===== config.mk =====
export PLATFORM = sky130hd
export DESIGN_NAME = ppp_view
export DESIGN_NICKNAME = d
export VERILOG_FILES = /design/src/ppp_pkg.sv /design/src/ppp_view.sv
export SDC_FILE = /design/constraint.sdc
export NUM_CORES = 2
export LEC_CHECK = 0
export BUFFER_PORTS_ARGS = -buffer_cell sky130_fd_sc_hd__buf_4
export CAP_MARGIN = 15
export CELL_PAD_IN_SITES_DETAIL_PLACEMENT = 0
export CELL_PAD_IN_SITES_GLOBAL_PLACEMENT = 1
export CORE_AREA = 2 2 309 311
export DETAILED_ROUTE_END_ITERATION = 12
export DIE_AREA = 0 0 311 313
export PLACE_DENSITY_LB_ADDON = 0.1
export SLEW_MARGIN = 30
export SYNTH_ARGS = -nofsm -noshare
export SYNTH_HDL_FRONTEND = slang
export SYNTH_SLANG_ARGS = --single-unit

===== constraint.sdc =====
create_clock -name clock -period 11.55 [get_ports clock]
set_input_delay 1.7325 -clock clock [delete_from_list [all_inputs] [get_ports clock]]
set_output_delay 1.7325 -clock clock [all_outputs]
set_load 0.005 [all_outputs]

===== src/ppp_pkg.sv =====
// Shared types and constants of the perspective point projection block.
`timescale 1ns / 1ps

package ppp_pkg;

   localparam int DATA_W             = 32;
   localparam int SIZE_W             = 14;
   localparam int INDEX_W            = 5;
   localparam int STATUS_W           = 2;
   localparam int CSR_INDEX_W        = 2;
   localparam int CSR_DATA_W         = 14;
   localparam int DIV_BITS_PER_STAGE = 4;
   localparam int CLAMP_SHIFT        = 33;
   localparam int CLAMP_W            = CLAMP_SHIFT + 2;
   localparam int PIX_W              = CLAMP_W + SIZE_W + 1;

   typedef enum logic [STATUS_W-1:0] {
      STATUS_VISIBLE   = 2'd0,
      STATUS_BAD_SIZE  = 2'd1,
      STATUS_W_INVALID = 2'd2,
      STATUS_DEPTH     = 2'd3
   } status_type;

   typedef enum logic [CSR_INDEX_W-1:0] {
      CSR_SURFACE_WIDTH  = 2'd0,
      CSR_SURFACE_HEIGHT = 2'd1,
      CSR_SOURCE_ENABLE  = 2'd2
   } csr_index_type;

   typedef struct packed {
      logic       valid;
      logic       point;
      logic       world_ovf;
      status_type status;
   } sideband_type;

endpackage


===== src/ppp_view.sv =====
// Viewport offset, clamp and scale by surface size, two register stages.
`timescale 1ns / 1ps

module ppp_view import ppp_pkg::*; #(
   parameter int NUM_W     = 48,
   parameter int FRAC_BITS = 16
) (
   input  logic                    clock,
   input  logic                    advance,
   input  logic signed [NUM_W:0]   ndc_x,
   input  logic signed [NUM_W:0]   ndc_y,
   input  logic [SIZE_W-1:0]       width,
   input  logic [SIZE_W-1:0]       height,
   output logic signed [PIX_W-1:0] scaled_x,
   output logic signed [PIX_W-1:0] scaled_y
);

   localparam int T_W = NUM_W + 2;
   localparam logic signed [T_W-1:0] ONE_FX = T_W'(1) <<< FRAC_BITS;
   localparam logic signed [T_W-1:0] CLAMP  = T_W'(1) <<< CLAMP_SHIFT;

   logic signed [T_W-1:0]     tx;
   logic signed [T_W-1:0]     ty;
   logic signed [CLAMP_W-1:0] cx_ff;
   logic signed [CLAMP_W-1:0] cy_ff;
   logic signed [PIX_W-1:0]   sx_ff;
   logic signed [PIX_W-1:0]   sy_ff;

   function automatic logic signed [CLAMP_W-1:0] clamp(input logic signed [T_W-1:0] v);
      logic signed [T_W-1:0] c;
      c = (v > CLAMP) ? CLAMP : ((v < -CLAMP) ? -CLAMP : v);
      return c[CLAMP_W-1:0];
   endfunction

   assign tx = T_W'(ndc_x) + ONE_FX;
   assign ty = ONE_FX - T_W'(ndc_y);

   always_ff @(posedge clock) begin
      if (advance) begin
         cx_ff <= clamp(tx);
         cy_ff <= clamp(ty);
         sx_ff <= cx_ff * signed'({1'b0, width});
         sy_ff <= cy_ff * signed'({1'b0, height});
      end
   end

   assign scaled_x = sx_ff;
   assign scaled_y = sy_ff;

endmodule


Word-level counts from Yosys, hierarchy flattened --
Cells that the tools add are included.
Storage, ports and cells: latch bits 0, RAM bits 0, output and inout bits 100, memories 0, input bits 128, logic and storage cells 18, bits in read-only memories 0, register bits after elaboration 170
Operators by class: divide/modulo/power cells 0, multiplexer cells 2, add/sub/neg operators 2, bitwise logic cells 0, shift-type cells 0, $mul 2, eq/ne operators 0, reduce and logical (&&, ||, !) cells 2, $lt $le $gt $ge 4
Operator list (count):
- $gt 50x35->1 const B | 2
- $lt 50x34->1 const B | 2
- $mul 35x15->50 | 2
- $mux 35 | 2
- $add 49x18->50 const B | 1
- $sub 18x49->50 const A | 1
- $reduce_or 2->1 | 2

Depth between registers and ports, before layout --
word-level depth 3, gate-level depth with buffers 25, mapped depth without buffers 23

Least setup slack after synthesis --
OpenSTA, ideal clock, no wires.
path kind input to register, start point input port height[6], end point register sy_ff[46] (netlist: scaled_y[46]), data pin, setup slack 3509 ps, data required time 11289 ps, arrival time 7780 ps, setup time 261 ps, stages on the path 25, path buffers 3, cells stage by stage clkbuf_1 > clkbuf_1 > nand2_1 > fa_1 > inv_1 > fa_1 > inv_1 > fa_1 > inv_1 > fa_1 > fa_1 > inv_1 > fa_1 > inv_1 > ha_1 > clkbuf_1 > a21oi_1 > o21ai_0 > a21oi_1 > o211ai_1 > a2111oi_0 > o31ai_1 > a311oi_1 > nor4b_1 > a311o_1
On the way: longest elaborated chain between the ends 1
RTL lines:
- start: declaration | line ppp_view.sv:13 | input logic [SIZE_W-1:0] height,
- $mul 35x15->50 | line ppp_view.sv:43 | sy_ff <= cy_ff * signed'({1'b0, height});
- end signal: assignment | line ppp_view.sv:43
- end: declaration | line ppp_view.sv:27 | logic signed [PIX_W-1:0] sy_ff;
No other way between the ends. A chain may end at the register's enable or synchronous reset.

Worst setup path after layout --
start point input port height[0], end point register sy_ff[46] (netlist: scaled_y[46]), data pin
The elaborated chain is that of the path after synthesis.

==> qor.yml <==
hold_violations: 0
cts.sink_count: 170
stdcell_area_um2: 45400
drt_pass1_iterations: 5
fin_tns_setup_ps: 0
synth_seq_cells: 170
drc: 0
cts_buffer_depth: 2
finalCritPeriodShare_pct: 77.1
rr_startpoint: "cy_ff[11]"
seq_area_frac_synth_pct: 12.1
yosysWarnings: 0
vias_per_cell: 5.10
worstSetupStartpointType: "input port"
clk_pin_slew_ps: 90
min_to: "scaled_y[0]"
layout_common_cells: "inv_1 (989), fa_1 (892), and2_1 (571), nand2_1 (534), buf_4 (231)"
h-tree-depth: 4
start_util_pct: 44.7
worst_pin_slew_ps: 921
clock_latency_ps: 540
hpwl_mm: 87.3
grt_pass1_vias: 33000
synth_top_cell_by_area: "fa_1"
cap_viol_max_count: 0
synthTopCellsByArea: "fa_1 (42%), edfxtp_1 (12%), inv_1 (8.8%)"
gp_congestion: 0.839
final_net_count: 5828
slew_headroom_pct: 37.9
path_max_fanout: 35
whs_ps: 954
layout_commonest_cell: "inv_1"
synthFlopType: "edfxtp_1"
setup_viol_count_final: 0
critPathRequiredTime_ps: 11830
status: "finished clean"
core-area_um2: 94200
rsz0062_at_grt: "false"
placed_area_um2: 44700
grt_overflow: 0
num_io_pins: 228
syn_area_per_cell_um2: 9.30
hold-path-cell-count: 1
drive_gt1_share_pct: 6.62
wirelength_mm: 109
postRouteAntennaNets: 0
hold_path_class: "register to register"
async_flop_share_pct: 0
end_kind: "register"
hp-start: "cy_ff[0]"
final-max-slew-violation-count: 0
cts_root_buf: "clkbuf_16"
worstPathArrival_ps: 9190
ys_types: 77
grt_usage_pct: 23.9
route.vias.total: 29800
fmax_ghz: 0.112
critical_path_class: "input port to register"
wl_per_cell_um: 18.5
synthCells: 4524
utilization_pct: 48.2
area_delta_synth_final_pct: 7.80
reg2regPathDepth: 21
syn-cell-area_um2: 42100
synth_nets: 5773
antenna_found_initial: 2
post_cts_buffers: 0
synth.top_cell.area_share_pct: 42.4
rows: 113
port_buffers: 227
post_cts_resized: 0
drt_iter0_markers: 1595
rrSetupSlack_ps: 3390
postCtsHoldBufs: 0
fin_crit_ps: 8900
cts_tree: "built"
grt_max_degree: 64
synth_edf_count: 170
die_h_um: 313
die_area_um2: 97300
reg2reg_to: "scaled_y[46]"
finClkSkew_ps: 19.5
die_w_um: 311
grt_pass1_wl_mm: 183
numCtsBuffers: 17
==> layer usage <==
layer  vias to the layer above  part of all wire [%]  track usage (%)  wire length, µm
met5                         -                     0                0                0
met4                         0                   1.4             4.51             1470
met3                        75                   4.7             3.35             5070
met2                       582                    49             40.8            53300
met1                     15400                    45             32.8            48800
li1                      13800                     -                -                -
==> worst max-delay path, cell delays in order <==
cell,delay (ps)
buf_4,210
and2_1,230
fa_1,530
inv_1,60
fa_1,530
inv_1,60
fa_1,500
fa_1,520
fa_1,490
inv_1,50
fa_1,470
inv_1,40
ha_1,340
a211o_1,340
nor4_1,600
o21ai_0,150
buf_4,190
a2111oi_2,730
o31ai_1,290
a311oi_1,620
nor4b_1,130
a311o_1,340
==> per-stage QoR <==
stage          cells  worst slack, ps
2_1_floorplan   4524             3510
3_3_place_gp    5824             2120
3_5_place_dp    5825             2030
4_1_cts         5857             2600
5_1_grt         5857             2270
6_report        5858             2650
==> area by class of cell <==
type	count	area [µm²]
fillers	9291	48800
multi-input cells	3168	32500
flip-flops and latches	170	5100
inverters	989	3710
repair buffers	233	1760
well taps	1265	1580
clock buffers	17	425
clock inverters	15	246
diodes	1	2.50
==> state kept, by name (all words and copies together) (netlist names) <==
signal and count:
scaled_y 50, cy_ff 35, cx_ff 35, scaled_x 50
==> worst max-delay path by stage <==
stage	start	to	slack (ps)	depth (start not counted)
final	height[0]	scaled_y[46]	2650	22
after global routing	height[0]	scaled_y[46]	2270	22
after CTS	height[0]	scaled_y[46]	2600	22
after detailed placement	height[0]	scaled_y[46]	2030	22
after global placement	height[0]	scaled_y[46]	2120	22
after floorplan	height[6]	scaled_y[46]	3510	25
==> cells by family (layout without fill, tap and decap cells) <==
| group | after synthesis | count (layout) | synth area share, % |
|---|---|---|---|
| simple gates | 1512 | 1512 | 18.6 |
| buf+inv | 1186 | 1254 | 10.6 |
| fa+ha+maj | 1121 | 1121 | 49.3 |
| compound gates | 373 | 373 | 5.92 |
| flops | 170 | 170 | 12.1 |
| xor+xnor | 150 | 150 | 3.12 |
| mux | 12 | 12 | 0.303 |
| other cells | 0 | 1 | 0 |
==> cell usage after synthesis, types with 9 or more instances <==
master	n
o21ai_0	60
nand3b_1	9
and2_1	571
or3_1	11
nor2_2	11
nand2_1	534
a21o_1	47
xnor2_1	88
nor3_1	55
o21bai_1	16
edfxtp_1	170
nor2b_1	35
a211oi_1	10
a31oi_1	16
o21a_1	15
inv_1	989
nand4_1	27
and3_1	28
clkbuf_1	192
nor2_1	114
o31ai_1	10
ha_1	229
o211ai_1	11
nor4_1	22
nand3_1	42
a21oi_1	109
nand2b_1	13
xor2_1	62
fa_1	892
Power is not shown: default switching activity piles up to over one toggle a cycle in this logic, so the estimate is an artifact.
